$ cat src/hdl/touch_gesture_classifier_assert.svh
// Assertion macros used by the classifier RTL.
`ifndef TOUCH_GESTURE_CLASSIFIER_ASSERT_SVH
`define TOUCH_GESTURE_CLASSIFIER_ASSERT_SVH

`ifndef SYNTHESIS

// Same-cycle implication.
`define TGC_ASSERT_IMPLY(label, clk, rst, ante, cons) \
   label: assert property (@(posedge clk) disable iff (rst) (ante) |-> (cons)) \
      else $error("tgc assertion failed");

// Next-cycle implication.
`define TGC_ASSERT_NEXT(label, clk, rst, ante, cons) \
   label: assert property (@(posedge clk) disable iff (rst) (ante) |=> (cons)) \
      else $error("tgc assertion failed");

`else

`define TGC_ASSERT_IMPLY(label, clk, rst, ante, cons)
`define TGC_ASSERT_NEXT(label, clk, rst, ante, cons)

`endif

`endif

$ cat src/hdl/tgc_pkg.sv
package tgc_pkg;

   // Event kinds.
   localparam logic [2:0] KIND_BEGIN  = 3'd0;
   localparam logic [2:0] KIND_END    = 3'd1;
   localparam logic [2:0] KIND_PAN    = 3'd2;
   localparam logic [2:0] KIND_TAP    = 3'd3;
   localparam logic [2:0] KIND_ZOOM   = 3'd4;
   localparam logic [2:0] KIND_SCROLL = 3'd5;

   // Event flag values and bits.
   localparam logic [2:0] FLAGS_BEGIN = 3'd1;
   localparam logic [2:0] FLAGS_END   = 3'd4;
   localparam int unsigned FLAG_BEGIN_BIT = 0;

   // Action codes.
   localparam logic [3:0] ACTION_IDLE        = 4'd0;
   localparam logic [3:0] ACTION_JBACK_SHORT = 4'd0;
   localparam logic [3:0] ACTION_JBACK_MED   = 4'd1;
   localparam logic [3:0] ACTION_JFWD_SHORT  = 4'd2;
   localparam logic [3:0] ACTION_JFWD_MED    = 4'd3;
   localparam logic [3:0] ACTION_VOL_UP      = 4'd4;
   localparam logic [3:0] ACTION_VOL_DOWN    = 4'd5;
   localparam logic [3:0] ACTION_PLAY_PAUSE  = 4'd6;
   localparam logic [3:0] ACTION_TOGGLE_FULL = 4'd7;
   localparam logic [3:0] ACTION_LEAVE_FULL  = 4'd8;
   localparam logic [3:0] ACTION_FOV_IN      = 4'd9;
   localparam logic [3:0] ACTION_FOV_OUT     = 4'd10;

   // Pan classes.
   localparam logic [1:0] CLASS_NONE   = 2'd0;
   localparam logic [1:0] CLASS_VOLUME = 2'd1;
   localparam logic [1:0] CLASS_JUMP   = 2'd2;
   localparam logic [1:0] CLASS_BRIGHT = 2'd3;

   // Register indexes and reset values.
   localparam int unsigned CSR_INDEX_W = 2;
   localparam int unsigned CSR_DATA_W  = 10;
   localparam logic [CSR_INDEX_W-1:0] CSR_PROJECTED = 2'd0;
   localparam logic [CSR_INDEX_W-1:0] CSR_THRESHOLD = 2'd1;
   localparam logic [CSR_INDEX_W-1:0] CSR_VOL_STEP  = 2'd2;
   localparam logic [9:0] THRESHOLD_RESET = 10'd50;
   localparam logic [9:0] VOL_STEP_RESET  = 10'd100;

   // Zoom ratio limits as integer percentages.
   localparam logic [6:0] ZOOM_PCT_BASE = 7'd100;
   localparam logic [6:0] ZOOM_PCT_IN   = 7'd101;
   localparam logic [6:0] ZOOM_PCT_OUT  = 7'd99;

   typedef struct packed {
      logic       projected_mode;
      logic [9:0] travel_threshold;
      logic [9:0] volume_step;
   } cfg_type;

   typedef struct packed {
      logic [2:0]         event_kind;
      logic [2:0]         event_flags;
      logic signed [15:0] pos_x;
      logic signed [15:0] pos_y;
      logic [31:0]        argument;
   } event_type;

   typedef struct packed {
      logic               gesture_seen;
      logic [1:0]         pan_class;
      logic signed [15:0] start_x;
      logic signed [15:0] start_y;
      logic signed [15:0] last_y;
      logic               two_fingers;
      logic [31:0]        zoom_base;
      logic [31:0]        zoom_last;
   } state_type;

   typedef struct packed {
      logic       handled;
      logic       action_valid;
      logic [3:0] action_code;
      logic       bad_flags;
   } result_type;

endpackage

$ cat src/hdl/tgc_req_if.sv
interface tgc_req_if;
   logic               valid;
   logic               ready;
   logic [2:0]         event_kind;
   logic [2:0]         event_flags;
   logic signed [15:0] pos_x;
   logic signed [15:0] pos_y;
   logic [31:0]        argument;

   modport source (output valid, event_kind, event_flags, pos_x, pos_y, argument,
                   input ready);
   modport sink (input valid, event_kind, event_flags, pos_x, pos_y, argument,
                 output ready);
endinterface

$ cat src/hdl/tgc_rsp_if.sv
interface tgc_rsp_if;
   logic       valid;
   logic       ready;
   logic       handled;
   logic       action_valid;
   logic [3:0] action_code;
   logic       bad_flags;

   modport source (output valid, handled, action_valid, action_code, bad_flags,
                   input ready);
   modport sink (input valid, handled, action_valid, action_code, bad_flags,
                 output ready);
endinterface

$ cat src/hdl/tgc_step.sv
module tgc_step (
   input  tgc_pkg::cfg_type    cfg,
   input  tgc_pkg::event_type  evt,
   input  tgc_pkg::state_type  state_cur,
   output tgc_pkg::state_type  state_next,
   output tgc_pkg::result_type result
);
   import tgc_pkg::*;

   // Pan geometry.
   logic signed [15:0] pan_sx;
   logic signed [15:0] pan_sy;
   logic               pan_two;
   logic signed [16:0] diff_x;
   logic signed [16:0] diff_y;
   logic [16:0]        dist_x;
   logic [16:0]        dist_y;
   logic [17:0]        travel;
   logic [1:0]         pan_class_new;
   logic signed [16:0] vol_off;
   logic signed [16:0] vol_lim;
   logic               jump_back;

   // Zoom cross products.
   logic [38:0] zoom_lhs;
   logic [38:0] zoom_in_rhs;
   logic [38:0] zoom_out_rhs;

   // Start point after an optional begin flag, and two-finger flag after this beat.
   assign pan_sx  = evt.event_flags[FLAG_BEGIN_BIT] ? evt.pos_x : state_cur.start_x;
   assign pan_sy  = evt.event_flags[FLAG_BEGIN_BIT] ? evt.pos_y : state_cur.start_y;
   assign pan_two = state_cur.two_fingers | (evt.argument != 32'd0);

   assign diff_x = {pan_sx[15], pan_sx} - {evt.pos_x[15], evt.pos_x};
   assign diff_y = {pan_sy[15], pan_sy} - {evt.pos_y[15], evt.pos_y};
   assign dist_x = diff_x[16] ? 17'(-diff_x) : 17'(diff_x);
   assign dist_y = diff_y[16] ? 17'(-diff_y) : 17'(diff_y);
   assign travel = {1'b0, dist_x} + {1'b0, dist_y};

   // Classify the pan once travel passes the threshold.
   always_comb begin
      pan_class_new = state_cur.pan_class;
      if (state_cur.pan_class == CLASS_NONE && (!cfg.projected_mode || pan_two) &&
          travel > {8'd0, cfg.travel_threshold}) begin
         if (dist_x > dist_y) begin
            pan_class_new = CLASS_JUMP;
         end else if (!cfg.projected_mode && pan_two) begin
            pan_class_new = CLASS_BRIGHT;
         end else begin
            pan_class_new = CLASS_VOLUME;
         end
      end
   end

   assign vol_off   = {state_cur.last_y[15], state_cur.last_y} - {evt.pos_y[15], evt.pos_y};
   assign vol_lim   = $signed({7'd0, cfg.volume_step});
   assign jump_back = state_cur.start_x > evt.pos_x;

   assign zoom_lhs     = 39'(evt.argument) * 39'(ZOOM_PCT_BASE);
   assign zoom_in_rhs  = 39'(state_cur.zoom_last) * 39'(ZOOM_PCT_IN);
   assign zoom_out_rhs = 39'(state_cur.zoom_last) * 39'(ZOOM_PCT_OUT);

   // Next state and result for one event.
   always_comb begin
      state_next          = state_cur;
      result.handled      = 1'b0;
      result.action_valid = 1'b0;
      result.action_code  = ACTION_IDLE;
      result.bad_flags    = 1'b0;
      unique case (evt.event_kind)
         KIND_BEGIN: begin
            state_next.start_x     = evt.pos_x;
            state_next.start_y     = evt.pos_y;
            state_next.last_y      = evt.pos_y;
            state_next.two_fingers = 1'b0;
         end
         KIND_END: begin
            if (state_cur.gesture_seen && state_cur.pan_class == CLASS_JUMP) begin
               if (cfg.projected_mode) begin
                  if (state_cur.two_fingers) begin
                     result.action_valid = 1'b1;
                     result.action_code  = jump_back ? ACTION_JBACK_SHORT : ACTION_JFWD_SHORT;
                  end
               end else begin
                  result.action_valid = 1'b1;
                  if (jump_back) begin
                     result.action_code = state_cur.two_fingers ? ACTION_JBACK_MED
                                                                : ACTION_JBACK_SHORT;
                  end else begin
                     result.action_code = state_cur.two_fingers ? ACTION_JFWD_MED
                                                                : ACTION_JFWD_SHORT;
                  end
               end
            end
            state_next.pan_class    = CLASS_NONE;
            state_next.gesture_seen = 1'b1;
            state_next.start_x      = '1;
            state_next.start_y      = '1;
            state_next.two_fingers  = 1'b0;
         end
         KIND_PAN: begin
            state_next.gesture_seen = 1'b1;
            state_next.start_x      = pan_sx;
            state_next.start_y      = pan_sy;
            state_next.two_fingers  = pan_two;
            state_next.pan_class    = pan_class_new;
            result.handled          = 1'b1;
            if (pan_class_new == CLASS_VOLUME) begin
               if (vol_off > vol_lim) begin
                  result.action_valid = 1'b1;
                  result.action_code  = ACTION_VOL_UP;
                  state_next.last_y   = evt.pos_y;
               end else if (vol_off < -vol_lim) begin
                  result.action_valid = 1'b1;
                  result.action_code  = ACTION_VOL_DOWN;
                  state_next.last_y   = evt.pos_y;
               end
            end
         end
         KIND_TAP: begin
            state_next.gesture_seen = 1'b1;
            result.handled          = 1'b1;
            result.action_valid     = 1'b1;
            result.action_code      = ACTION_PLAY_PAUSE;
         end
         KIND_ZOOM: begin
            state_next.gesture_seen = 1'b1;
            result.handled          = 1'b1;
            if (cfg.projected_mode) begin
               if (evt.event_flags == FLAGS_BEGIN) begin
                  state_next.zoom_base = evt.argument;
                  state_next.zoom_last = evt.argument;
               end else if (zoom_lhs > zoom_in_rhs) begin
                  result.action_valid  = 1'b1;
                  result.action_code   = ACTION_FOV_IN;
                  state_next.zoom_last = evt.argument;
               end else if (zoom_lhs < zoom_out_rhs) begin
                  result.action_valid  = 1'b1;
                  result.action_code   = ACTION_FOV_OUT;
                  state_next.zoom_last = evt.argument;
               end
            end else begin
               if (evt.event_flags == FLAGS_BEGIN) begin
                  state_next.zoom_base = evt.argument;
               end else if (evt.event_flags == FLAGS_END) begin
                  result.action_valid = 1'b1;
                  result.action_code  = (evt.argument > state_cur.zoom_base)
                                        ? ACTION_TOGGLE_FULL : ACTION_LEAVE_FULL;
               end else begin
                  result.bad_flags = 1'b1;
               end
            end
         end
         KIND_SCROLL: begin
            result.handled = 1'b1;
         end
         default: begin
         end
      endcase
   end

endmodule

$ cat src/hdl/touch_gesture_classifier.sv
// Touch gesture classifier: takes one gesture event per beat on the request
// channel and returns exactly one result beat per event, in the cycle after the
// event is accepted. All state tracking and classification is combinational
// between the accepted request and the result register, so a new event is
// accepted every cycle as long as the result side keeps up; request ready
// drops only while a finished result waits on a stalled response channel.
// Write the three control registers through the csr port only while no event
// is in flight (unchecked by the block); new rules apply from the next event.
`include "touch_gesture_classifier_assert.svh"

module touch_gesture_classifier (
   input  logic                                 clock,
   input  logic                                 reset,
   tgc_req_if.sink                              req_chan,
   tgc_rsp_if.source                            rsp_chan,
   input  logic                                 csr_write_enable,
   input  logic [tgc_pkg::CSR_INDEX_W-1:0]      csr_index,
   input  logic [tgc_pkg::CSR_DATA_W-1:0]       csr_write_data
);
   import tgc_pkg::*;

   cfg_type    cfg_ff;
   cfg_type    cfg_in;
   state_type  state_ff;
   state_type  state_in;
   result_type rsp_ff;
   result_type result_calc;
   event_type  evt;
   logic       rsp_valid_ff;
   logic       rsp_valid_in;
   logic       req_accept;

   // Handshake: take a beat whenever the result register is empty or draining.
   assign req_chan.ready = !rsp_valid_ff || rsp_chan.ready;
   assign req_accept     = req_chan.valid && req_chan.ready;
   assign rsp_valid_in   = req_accept || (rsp_valid_ff && !rsp_chan.ready);

   assign evt.event_kind  = req_chan.event_kind;
   assign evt.event_flags = req_chan.event_flags;
   assign evt.pos_x       = req_chan.pos_x;
   assign evt.pos_y       = req_chan.pos_y;
   assign evt.argument    = req_chan.argument;

   // Per-event state update and result.
   tgc_step u_step (
      .cfg        (cfg_ff),
      .evt        (evt),
      .state_cur  (state_ff),
      .state_next (state_in),
      .result     (result_calc)
   );

   // Control register writes; unused indexes are ignored.
   always_comb begin
      cfg_in = cfg_ff;
      if (csr_write_enable) begin
         unique case (csr_index)
            CSR_PROJECTED: cfg_in.projected_mode   = csr_write_data[0];
            CSR_THRESHOLD: cfg_in.travel_threshold = csr_write_data;
            CSR_VOL_STEP:  cfg_in.volume_step      = csr_write_data;
            default: begin
            end
         endcase
      end
   end

   always_ff @(posedge clock) begin
      if (reset) begin
         cfg_ff.projected_mode   <= 1'b0;
         cfg_ff.travel_threshold <= THRESHOLD_RESET;
         cfg_ff.volume_step      <= VOL_STEP_RESET;
      end else begin
         cfg_ff <= cfg_in;
      end
   end

   // Gesture state advances on each accepted beat.
   always_ff @(posedge clock) begin
      if (reset) begin
         state_ff.gesture_seen <= 1'b0;
         state_ff.pan_class    <= CLASS_NONE;
         state_ff.start_x      <= '1;
         state_ff.start_y      <= '1;
         state_ff.last_y       <= '1;
         state_ff.two_fingers  <= 1'b0;
         state_ff.zoom_base    <= '0;
         state_ff.zoom_last    <= '0;
      end else if (req_accept) begin
         state_ff <= state_in;
      end
   end

   // Result register.
   always_ff @(posedge clock) begin
      if (reset) begin
         rsp_valid_ff <= 1'b0;
      end else begin
         rsp_valid_ff <= rsp_valid_in;
      end
   end

   always_ff @(posedge clock) begin
      if (req_accept) begin
         rsp_ff <= result_calc;
      end
   end

   assign rsp_chan.valid        = rsp_valid_ff;
   assign rsp_chan.handled      = rsp_ff.handled;
   assign rsp_chan.action_valid = rsp_ff.action_valid;
   assign rsp_chan.action_code  = rsp_ff.action_code;
   assign rsp_chan.bad_flags    = rsp_ff.bad_flags;

   // Checks on the result register and the gesture state.
   `TGC_ASSERT_NEXT(a_reset_empties, clock, 1'b0, reset, !rsp_valid_ff)
   `TGC_ASSERT_NEXT(a_beat_lands, clock, reset, req_accept, rsp_valid_ff)
   `TGC_ASSERT_IMPLY(a_idle_code, clock, reset,
                     rsp_valid_ff && !rsp_ff.action_valid,
                     rsp_ff.action_code == ACTION_IDLE)
   `TGC_ASSERT_IMPLY(a_bad_is_quiet, clock, reset,
                     rsp_valid_ff && rsp_ff.bad_flags,
                     rsp_ff.handled && !rsp_ff.action_valid)
   `TGC_ASSERT_NEXT(a_end_clears, clock, reset,
                    req_accept && req_chan.event_kind == KIND_END,
                    state_ff.pan_class == CLASS_NONE && !state_ff.two_fingers &&
                    state_ff.gesture_seen)

endmodule
$ cat src/flat_wrapper.sv
// flat-port wrapper written by rule: the top's interface ports become plain ports
module touch_gesture_classifier_flat import tgc_pkg::*;
  (clock, reset, csr_write_enable, csr_index, csr_write_data, req_chan_valid, req_chan_event_kind, req_chan_event_flags, req_chan_pos_x, req_chan_pos_y, req_chan_argument, req_chan_ready, rsp_chan_valid, rsp_chan_handled, rsp_chan_action_valid, rsp_chan_action_code, rsp_chan_bad_flags, rsp_chan_ready);
  tgc_req_if req_chan_i ();
  tgc_rsp_if rsp_chan_i ();
  input  logic clock;
  input  logic reset;
  input  logic csr_write_enable;
  input  logic [tgc_pkg::CSR_INDEX_W-1:0] csr_index;
  input  logic [tgc_pkg::CSR_DATA_W-1:0] csr_write_data;
  input wire logic [$bits(req_chan_i.valid)-1:0] req_chan_valid;
  input wire logic [$bits(req_chan_i.event_kind)-1:0] req_chan_event_kind;
  input wire logic [$bits(req_chan_i.event_flags)-1:0] req_chan_event_flags;
  input wire logic [$bits(req_chan_i.pos_x)-1:0] req_chan_pos_x;
  input wire logic [$bits(req_chan_i.pos_y)-1:0] req_chan_pos_y;
  input wire logic [$bits(req_chan_i.argument)-1:0] req_chan_argument;
  output wire logic [$bits(req_chan_i.ready)-1:0] req_chan_ready;
  output wire logic [$bits(rsp_chan_i.valid)-1:0] rsp_chan_valid;
  output wire logic [$bits(rsp_chan_i.handled)-1:0] rsp_chan_handled;
  output wire logic [$bits(rsp_chan_i.action_valid)-1:0] rsp_chan_action_valid;
  output wire logic [$bits(rsp_chan_i.action_code)-1:0] rsp_chan_action_code;
  output wire logic [$bits(rsp_chan_i.bad_flags)-1:0] rsp_chan_bad_flags;
  input wire logic [$bits(rsp_chan_i.ready)-1:0] rsp_chan_ready;
  assign req_chan_i.valid = req_chan_valid;
  assign req_chan_i.event_kind = req_chan_event_kind;
  assign req_chan_i.event_flags = req_chan_event_flags;
  assign req_chan_i.pos_x = req_chan_pos_x;
  assign req_chan_i.pos_y = req_chan_pos_y;
  assign req_chan_i.argument = req_chan_argument;
  assign req_chan_ready = req_chan_i.ready;
  assign rsp_chan_valid = rsp_chan_i.valid;
  assign rsp_chan_handled = rsp_chan_i.handled;
  assign rsp_chan_action_valid = rsp_chan_i.action_valid;
  assign rsp_chan_action_code = rsp_chan_i.action_code;
  assign rsp_chan_bad_flags = rsp_chan_i.bad_flags;
  assign rsp_chan_i.ready = rsp_chan_ready;
  touch_gesture_classifier u_core (.clock(clock), .reset(reset), .req_chan(req_chan_i), .rsp_chan(rsp_chan_i), .csr_write_enable(csr_write_enable), .csr_index(csr_index), .csr_write_data(csr_write_data));
endmodule
$ cat config.mk
export PLATFORM = sky130hd
export DESIGN_NAME = touch_gesture_classifier_flat
export DESIGN_NICKNAME = d
export VERILOG_FILES = /design/src/hdl/tgc_pkg.sv /design/src/hdl/tgc_req_if.sv /design/src/hdl/tgc_rsp_if.sv /design/src/hdl/tgc_step.sv /design/src/hdl/touch_gesture_classifier.sv /design/src/flat_wrapper.sv
export VERILOG_INCLUDE_DIRS = /design/src /design/src/hdl
export SDC_FILE = /design/constraint.sdc
export NUM_CORES = 1
export LEC_CHECK = 0
export BUFFER_PORTS_ARGS = -buffer_cell sky130_fd_sc_hd__buf_2
export CAP_MARGIN = 20
export CELL_PAD_IN_SITES_DETAIL_PLACEMENT = 1
export CELL_PAD_IN_SITES_GLOBAL_PLACEMENT = 1
export CORE_AREA = 2 2 221 223
export CTS_BUF_LIST = sky130_fd_sc_hd__clkbuf_8
export DETAILED_ROUTE_END_ITERATION = 6
export DIE_AREA = 0 0 223 225
export GPL_TIMING_DRIVEN = 0
export PLACE_DENSITY_LB_ADDON = 0.05
export SKIP_LAST_GASP = 1
export SLEW_MARGIN = 0
export SYNTH_ARGS = -nofsm -noshare
export SYNTH_HDL_FRONTEND = slang
export SYNTH_SLANG_ARGS = --single-unit
$ cat constraint.sdc
create_clock -name clock -period 10.8 [get_ports clock]
set_clock_uncertainty 0.15 [all_clocks]
set_input_delay 0.54 -clock clock [delete_from_list [all_inputs] [get_ports clock]]
set_output_delay 0.54 -clock clock [all_outputs]
set_load 0.1 [all_outputs]
Word-level counts from Yosys, hierarchy flattened
Cells that the tools add are included.
{"block": "word_totals", "reg_bits": 145, "mem_count": 0, "mem_bits_rw": 0, "romBits": 0, "latchBits": 0}
{"block": "classes", "mux": 37, "magnitude_cmp": 8, "n_shift": 0, "eq_ne": 13, "add_sub_neg": 7, "reduce_logical": 35, "bitwise_logic": 2, "div": 0, "multipliers": 3}
{"operator": "2-to-1 mux 32 bit", "n": 3}
{"operator": "one-hot mux 32 bit (3 select lines)", "n": 1}
{"operator": "2-to-1 mux 16 bit", "n": 5}
{"operator": "multiplier 32 x 7 -> 39 bit (second input constant)", "n": 2}
{"operator": "2-to-1 mux 5 bit", "n": 11}
{"operator": "subtractor 16 x 16 -> 17 bit", "n": 3}
{"operator": "> comparator 39 bit", "n": 1}
{"operator": "less-than comparator 39 bit", "n": 1}
{"operator": "multiplier 32 x 5 -> 37 bit (second input constant)", "n": 1}
{"operator": "2-to-1 mux 17 bit", "n": 2}
{"operator": "negation 17 bit", "n": 2}
{"operator": "> comparator 32 bit", "n": 1}
{"operator": "one-hot mux 16 bit (2 select lines)", "n": 1}
{"operator": "nonzero test 32 bit", "n": 1}
{"operator": "one-hot mux 5 bit (4 select lines)", "n": 1}
{"operator": "adder 17 x 17 -> 18 bit", "n": 1}
{"operator": "> comparator 18 x 10 -> 1 bit", "n": 1}
{"operator": "> comparator 17 x 11 -> 1 bit", "n": 1}
{"operator": "> comparator 17 bit", "n": 1}
{"operator": "less-than comparator 17 bit", "n": 1}
{"operator": "negation 10 -> 17 bit", "n": 1}
{"operator": "> comparator 16 bit", "n": 1}
{"operator": "AND reduction 2 bit", "n": 7}
{"operator": "2-to-1 mux 2 bit", "n": 5}
{"operator": "26 further kinds", "n": 50}

Depth between registers and ports, before layout
Gate-level depths: netlist of run 1.
{"block": "depth", "ltp_word": 11, "ltp_mapped": 32}

By module
From an unflattened synthesis of run 1, not the netlist that was laid out.
{"block": "unflattened", "cells_unflattened": 3511, "area_unflattened_um2": 27809.2}
{"mod": "tgc_step", "n_inst": 1, "cells_each": 2889, "area_per_inst_um2": 22043.6}
{"mod": "touch_gesture_classifier", "n_inst": 1, "cells_each": 622, "area_per_inst_um2": 5765.5}

Worst setup path after synthesis of run 1
Ideal clock, no wire load.
{"block": "synth_path", "path_kind": "input -> register", "start": "input port req_chan_event_flags[0]", "end": "register u_core.rsp_ff (netlist bit u_core.rsp_chan.action_valid) (data pin)", "setup_ns": 0.272, "arrival_ns": 7.159, "cell_stages": 29, "path_buffers": 3, "slack_ns": 3.220, "path_cell_list": "clkbuf_1 buf_1 mux2i_1 ha_1 fa_1 nor2b_1 o21a_1 o21a_1 o41a_1 a31o_2 o211ai_1 a21o_1 a31oi_1 clkbuf_1 mux2i_1 ha_1 a211oi_1 o211ai_1 a41oi_2 xnor2_1 ha_1 a211oi_1 o21ai_0 nor2_1 o2111ai_1 or4_1 o31ai_1 a21oi_1 or4_1"}
{"item": "start: declaration", "line": "flat_wrapper.sv:13", "rtl": "input wire logic [$bits(req_chan_i.event_flags)-1:0] req_chan_event_flags;"}
{"item": "end signal: assignment", "line": "touch_gesture_classifier.sv:104", "rtl": "rsp_ff <= result_calc;"}
{"item": "end: declaration", "line": "touch_gesture_classifier.sv:26", "rtl": "result_type rsp_ff;"}

Worst setup path in the final report of run 1
{"block": "layout_path", "start": "register u_core.state_ff[6] (netlist bit)", "end": "register u_core.state_ff[20] (netlist bit)"}
{"block": "layout_between", "elab_chain_cells": 4}
{"item": "start: declaration", "line": "touch_gesture_classifier.sv:24", "rtl": "state_type state_ff;"}
{"item": "start signal: assignment", "line": "touch_gesture_classifier.sv:89", "rtl": "state_ff <= state_in;"}
{"item": "multiplier 32 x 7 -> 39 bit, on equally long branches", "line": "tgc_step.sv:60, tgc_step.sv:61"}
{"item": "> comparator 39 bit or less-than comparator 39 bit (tied branches)", "line": "tgc_step.sv:133, tgc_step.sv:137"}
{"item": "nonzero test 3 bit (no source line) or 2-to-1 mux 32 bit (tied branches)"}
{"item": "AND reduction 4 bit (no source line) or 2-to-1 mux 32 bit (tied branches)"}
Several ways; a longest one is shown, not always the timed one.
A chain may end at the register's enable or synchronous reset.

==> results of run 1 <==
-- worst max-delay path, delay by kind of cell (launching register included) --
kind / cells / cell delay [ns]
fa+ha+maj: 6 / 2.30
compound gates: 14 / 5.53
buf+inv: 4 / 0.70
mux: 1 / 0.24
flops: 1 / 0.61
simple gates: 3 / 0.62
-- cell type report --
type                       count  area share
inverter                     542      0.0749
clock buffer                  18     0.00912
sequential                   145       0.109
multi-input combinational   2391       0.748
buffer                        60     0.00898
timing repair buffer          93      0.0173
tap                          615      0.0283
clock inverter                13     0.00419
-- registers in the layout, indices dropped and copies added (netlist names) --
signal                        cells
u_core.cfg_ff                    21
u_core.rsp_chan.bad_flags         1
u_core.rsp_chan.action_valid      1
u_core.rsp_chan.valid             1
u_core.rsp_chan.handled           1
u_core.rsp_chan.action_code       4
u_core.state_ff                 116
-- cell families after synthesis --
group / count (synthesis)
AOI/OAI and AO/OA: 724
and+or+nand+nor: 710
adders and majority gates: 684
buffers and inverters: 602
xor gates and xnor gates: 183
DFF: 145
muxes: 90
-- worst max path at each step --
stage	start	endpoint	slack [ns]	cells after the start
6_report	u_core.state_ff[6]$_SDFFE_PP0P_	u_core.state_ff[20]$_SDFFE_PP0P_	0.49	28
5_1_grt	u_core.state_ff[6]$_SDFFE_PP0P_	u_core.state_ff[28]$_SDFFE_PP0P_	0.16	28
4_1_cts	u_core.state_ff[6]$_SDFFE_PP0P_	u_core.state_ff[20]$_SDFFE_PP0P_	0.73	28
3_5_place_dp	u_core.state_ff[6]$_SDFFE_PP0P_	u_core.state_ff[20]$_SDFFE_PP0P_	0.78	28
3_3_place_gp	u_core.state_ff[6]$_SDFFE_PP0P_	u_core.state_ff[1]$_SDFFE_PP0P_	0.04	27
2_1_floorplan	req_chan_event_flags[0]	u_core.rsp_chan.action_valid$_DFFE_PP_	3.22	29
-- routing by layer --
layer	track usage	wire length (microns)	vias up
li1	-	-	11028
met1	0.408	35500	11217
met2	0.555	38000	438
met3	0.0442	3310	118
met4	0.116	2640	2
met5	0	17	-
-- synthesized netlist by cell type (37+ instances only) --
library cell	instances
ha_1	548
inv_1	542
nor2_1	234
a21oi_1	204
nand2_1	190
dfxtp_1	138
fa_1	136
xnor2_1	107
o21ai_0	101
a21o_1	95
xor2_1	76
mux2i_1	54
clkbuf_1	53
o21a_1	47
nand4_1	42
nor3_1	40
nand3_1	38
a211o_1	37
o22ai_1	37
-- where the power goes --
group          switching [mW]  internal, mW  leakage (nW)
Sequential             0.0106         0.554          1.19
Clock                   0.261         0.186         0.190
Combinational            1.29         0.874          12.7
-- through the flow --
step	hold WS [ns]	worst slack [ns]	area, sq um	utilization
2_1_floorplan	0.281	3.22	25600	-
3_3_place_gp	0.288	0.0376	26800	0.563
3_5_place_dp	0.298	0.777	26800	0.564
4_1_cts	0.0297	0.728	27200	0.571
5_1_grt	0.0296	0.155	27200	0.571
6_report	0.0544	0.494	27200	0.571
-- placed cells by master (no fill, tap or decap), types with 18 or more instances in the layout --
cell	Yosys	final
ha_1	548	548
inv_1	542	543
nor2_1	234	234
a21oi_1	204	204
nand2_1	190	190
dfxtp_1	138	138
fa_1	136	136
xnor2_1	107	107
o21ai_0	101	101
a21o_1	95	95
buf_2	3	94
xor2_1	76	76
mux2i_1	54	54
clkbuf_1	53	53
o21a_1	47	47
nand4_1	42	42
nor3_1	40	40
nand3_1	38	38
o22ai_1	37	37
a211o_1	37	37
mux2_2	36	36
nor2b_1	31	31
nand2b_1	29	29
a211oi_1	27	27
o21bai_1	27	27
or3_1	22	22
o211ai_1	21	21
and3_1	19	19
a31oi_1	19	19
clkbuf_8	0	18
==> summary.md, run 1 <==
| Metric | Value |
|---|---|
| Outcome | `finished clean` |
| Post-DP HPWL | `68500 microns` |
| Post-CTS Resized | `0` |
| Adder-Cell Fraction of Synth Area | `0.375` |
| Hold crit path type | `input port to register` |
| Hold Path End | `u_core.cfg_ff[6]$_SDFFE_PP1P_` |
| Flop2flop setup slack | `0.49 ns` |
| CP max-delay cell | `o41ai_1` |
| Setup TNS | `0 ns` |
| Final ANT Viol Nets | `0` |
| Vias | `22803` |
| Top_reg_cell synth | `dfxtp_1` |
| Multi-input gate area | `20300 sq um` |
| Antenna violations before repair | `2` |
| CP Launch Type | `register` |
| CP dominant cell by count | `ha_1` |
| Fillers | `5939` |
| Mapped Area | `25600 sq um` |
| Non-Filler Instances | `3877` |
| Starting Density | `0.538` |
| DIE WIDTH | `223 microns` |
| H-tree levels | `4` |
| Router iterations before antenna repair | `5` |
| Min-Delay Path Depth | `2` |
| Post-CTS Setup Bufs | `0` |
| Final GP Congestion | `0.942` |
| Slew headroom | `0.301` |
| Core Footprint | `47500 sq um` |
| Area delta synth->final | `6.29%` |
| CTS Sinks | `145` |
| Power Density | `117 nW/um^2` |
| Peak supply drop | `0.000121 V` |
| Worst hold path startpoint | `csr_write_data[6]` |
| Leading area contributor after synthesis | `ha_1` |
| Syn Area/Cell | `8.15 sq um` |
| Share of layout cells above drive strength 1 | `0.0598` |
| Top Ports | `96` |
| Yosys top cell area share | `0.268` |
| RR Startpoint | `u_core.state_ff[6]$_SDFFE_PP0P_` |
| Chip height | `225 microns` |
| CP endpoint kind | `register` |
| Actual slew at the worst max-slew pin | `1.04 ns` |
| CTS tree | `built` |
| IO buf count | `91` |
| Area contributors post-synth | `ha_1 (27%), dfxtp_1 (11%), fa_1 (11%)` |
| Async SR Flop Fraction | `0` |
| Clock Latency Late Sink | `0.58 ns` |
| Final setup fails | `0` |
| Row count | `80` |
| Fin nets | `4021` |
| First-pass GRT wire length | `126000 microns` |
| RR Endpoint | `u_core.state_ff[20]$_SDFFE_PP0P_` |
| Mapped Cells | `3138` |
| Post-Synth Simple-Gate Area | `0.132` |
| Yosys reg bits | `145` |
| Vias in the first global route | `24270` |
| Total Power | `3.18 mW` |
| Max-Cap Viols | `0` |
| CTS clk-pin slew, worst paths | `0.10 ns` |
| Max Buffers Root-to-Sink | `2` |
| Multiplexer share of the synthesized area | `0.0370` |
| Peak Freq | `97.0 MHz` |
| DR WL/cell | `20.5 microns` |
| Slew Viols, Final | `0` |
| Root Driver | `clkbuf_8` |
| Diodes inserted | `0` |
| Sequential area share after synthesis | `0.116` |
| Arrival time worst endpoint | `10.60 ns` |
| Final hold vios | `0` |
| Period utilization | `0.954` |
| Post-synth EDFFs | `7` |
| GRT Util Overall | `0.321` |
| Post-synth cell types | `84` |
| DIE AREA | `50200 sq um` |
| Yosys warnings | `0` |
| Min Tclk post-route | `10.31 ns` |
| DP Cell Count | `3846` |
| DRC viols | `0` |
| WL final | `79500 microns` |
| CP max stage delay | `0.82 ns` |
| P_leak | `14.0 nW` |
| Synth Area in Compound Gates | `0.188` |
| Routed vias/inst | `5.88` |
| Setup Crit Path Kind | `register to register` |
| GRT overflow | `0` |
| Synthesized net count | `3909` |
| Hold Buf Count CTS | `0` |
| CTS Buf Count | `17` |
| Largest net degree at the start of global routing | `17` |
| Worst r2r path cells | `28` |
| Initial DRC count | `1260` |
| Synth Area in XOR/XNOR | `0.0627` |
| Required time worst endpoint | `11.10 ns` |
| Largest family of logic cells by synthesized area | `adder cells` |
| Critical-path maximum fanout | `10` |
| Register area | `2970 sq um` |
| RSZ-0062 raised after global routing | `false` |
(Power assumes the default switching activity.)
==> run 2: changes to the inputs <==
- CORE_AREA: 2 2 221 223 -> 2 2 242 244
- DIE_AREA: 0 0 223 225 -> 0 0 244 246
- GPL_ROUTABILITY_DRIVEN: default -> 0
==> run 2 against run 1 <==
Routed wire length grew 0.21%; via count decreased by 1.1%; critical path depth shrank 1; design area grew 1.0%; sequential share of layout area fell by 0.11 points; first-iteration DRC count down 37%; non-clock buffer count is 1 lower; critical path type unchanged; die area up 20%; worst setup slack improved by 0.73 ns.
==> summary.md, run 2 (synthesized netlist as in run 1, its figures left out) <==
| Metric | Value |
|---|---|
| Top Ports | `96` |
| RR Startpoint | `u_core.state_ff[6]$_SDFFE_PP0P_` |
| Worst r2r path cells | `27` |
| Max-Cap Viols | `0` |
| Post-CTS Resized | `0` |
| GRT overflow | `0` |
| H-tree levels | `4` |
| Setup Crit Path Kind | `register to register` |
| Slew Viols, Final | `0` |
| Setup TNS | `0 ns` |
| CP endpoint kind | `register` |
| First-pass GRT wire length | `127000 microns` |
| Final hold vios | `0` |
| Starting Density | `0.446` |
| Register area | `2970 sq um` |
| CTS tree | `built` |
| Initial DRC count | `791` |
| DR WL/cell | `19.8 microns` |
| DIE WIDTH | `244 microns` |
| Vias | `22558` |
| Peak supply drop | `0.000107 V` |
| CP endpoint | `u_core.state_ff[6]$_SDFFE_PP0P_` |
| Max Buffers Root-to-Sink | `2` |
| Hold crit path type | `input port to register` |
| CTS Buf Count | `17` |
| Chip height | `246 microns` |
| Router iterations before antenna repair | `4` |
| Power Density | `118 nW/um^2` |
| IO buf count | `91` |
| Hold Buf Count CTS | `0` |
| P_leak | `14.1 nW` |
| Required time worst endpoint | `11.06 ns` |
| CP startpoint | `u_core.state_ff[6]$_SDFFE_PP0P_` |
| DP Cell Count | `3995` |
| Row count | `88` |
| Clock Latency Late Sink | `0.56 ns` |
| Post-CTS Setup Bufs | `0` |
| GRT Util Overall | `0.269` |
| Commonest cells after routing, fill and taps aside | `ha_1 (548), inv_1 (542), nor2_1 (234)` |
| CP Launch Type | `register` |
| Post-DP Area | `27000 sq um` |
| Period utilization | `0.887` |
| Max reg flops | `116` |
| CTS clk-pin slew, worst paths | `0.11 ns` |
| Largest register by flop count | `u_core.state_ff` |
| Fillers | `7013` |
| RSZ-0062 raised after global routing | `false` |
| CTS Sinks | `145` |
| RR Endpoint | `u_core.state_ff[6]$_SDFFE_PP0P_` |
| DIE AREA | `60000 sq um` |
| Peak Freq | `104 MHz` |
| Post-DP HPWL | `68800 microns` |
| Antenna violations before repair | `2` |
| Flop2flop setup slack | `1.22 ns` |
| Share of layout cells above drive strength 1 | `0.0601` |
| Cell area after layout | `27400 sq um` |
| Non-Filler Instances | `4029` |
| Fin nets | `4020` |
| Critical-path maximum fanout | `10` |
| Outcome | `finished clean` |
| Root Driver | `clkbuf_8` |
| Area delta synth->final | `7.37%` |
| DRC viols | `0` |
| Actual slew at the worst max-slew pin | `1.19 ns` |
| Final setup fails | `0` |
| Vias in the first global route | `24327` |
| Arrival time worst endpoint | `9.83 ns` |
| WL final | `79600 microns` |
| Core Footprint | `57400 sq um` |
| Routed vias/inst | `5.60` |
| Min Tclk post-route | `9.58 ns` |
| Multi-input gate area | `20300 sq um` |
| Slew headroom | `0.201` |
| Largest net degree at the start of global routing | `17` |
| Commonest non-fill, non-tap cell in the layout | `ha_1` |
| Layout Utilization | `0.478` |
| Final ANT Viol Nets | `0` |
run 2: cell types whose count changed in the layout (fill, tap and decap cells not counted), moves of 2 or more:
cell and change:
clkinv_4 -3, buf_4 -2, inv_6 +3, bufinv_16 +3, clkinv_2 -2, diode_2 +2
run 2: critical path, cell delays in order, from the launching register on:
cell	delay (ns)
dfxtp_1	0.63
ha_1	0.37
fa_1	0.48
ha_1	0.29
inv_1	0.05
fa_1	0.50
inv_1	0.04
ha_1	0.35
a21oi_1	0.25
o21a_1	0.24
nand2_1	0.07
o21ai_0	0.65
o311ai_1	0.26
o41ai_1	0.47
a21boi_0	0.24
o31ai_1	0.42
or4b_1	0.48
o311a_1	0.15
ha_1	0.30
a21o_1	0.16
a21oi_1	0.16
o21ai_0	0.23
a211oi_1	0.29
a31oi_1	0.31
o31ai_1	1.06
buf_2	0.52
mux2i_1	0.24
nor2_1	0.06
run 2: metrics by stage:
stage / setup slack, ns / hold slack [ns] / power, mW
floorplan: 3.22 / 0.281 / 2.12
global placement: 1.13 / 0.288 / 2.60
detailed placement: 1.06 / 0.301 / 2.70
CTS: 1.19 / 0.0152 / 3.25
global route: 0.707 / 0.0402 / 3.53
finish: 1.22 / 0.0676 / 3.24
run 2: report_power, final:
part	internal (mW)	leakage, nW	switching, mW
registers	0.554	1.19	0.0121
logic	0.874	12.6	1.27
clock network	0.268	0.234	0.267
total	1.70	14.1	1.55
run 2: how the worst min path moves through the flow:
stage / from / end / slack, ns / cells past startpoint
global route: req_chan_valid / u_core.rsp_chan.valid$_SDFF_PP0_ / 0.04 / 3
floorplan: u_core.state_ff[82]$_SDFFE_PP1P_ / u_core.state_ff[82]$_SDFFE_PP1P_ / 0.28 / 1
CTS: req_chan_valid / u_core.rsp_chan.valid$_SDFF_PP0_ / 0.02 / 3
global placement: u_core.state_ff[92]$_SDFFE_PP1P_ / u_core.state_ff[92]$_SDFFE_PP1P_ / 0.29 / 1
detailed placement: u_core.state_ff[59]$_SDFFE_PP0P_ / u_core.state_ff[59]$_SDFFE_PP0P_ / 0.30 / 2
finish: req_chan_valid / u_core.rsp_chan.valid$_SDFF_PP0_ / 0.07 / 3
run 2: metal layers:
metal,track usage,share of wire,vias to the layer above
li1,-,-,11030
met3,0.0267,0.025,119
met4,0.100,0.036,0
met5,0,0,-
met2,0.497,0.50,310
met1,0.319,0.44,11099
run 2: cell type report:
class                           count  share of cell area
Inverter                          542              0.0741
Timing Repair Buffer               92              0.0168
Clock buffer                       19             0.00953
Clock inverter                     13             0.00707
Buffer                             60             0.00889
Antenna cell                        2            0.000182
Tap cell                          765              0.0349
Multi-Input combinational cell   2391               0.740
Sequential cell                   145               0.108
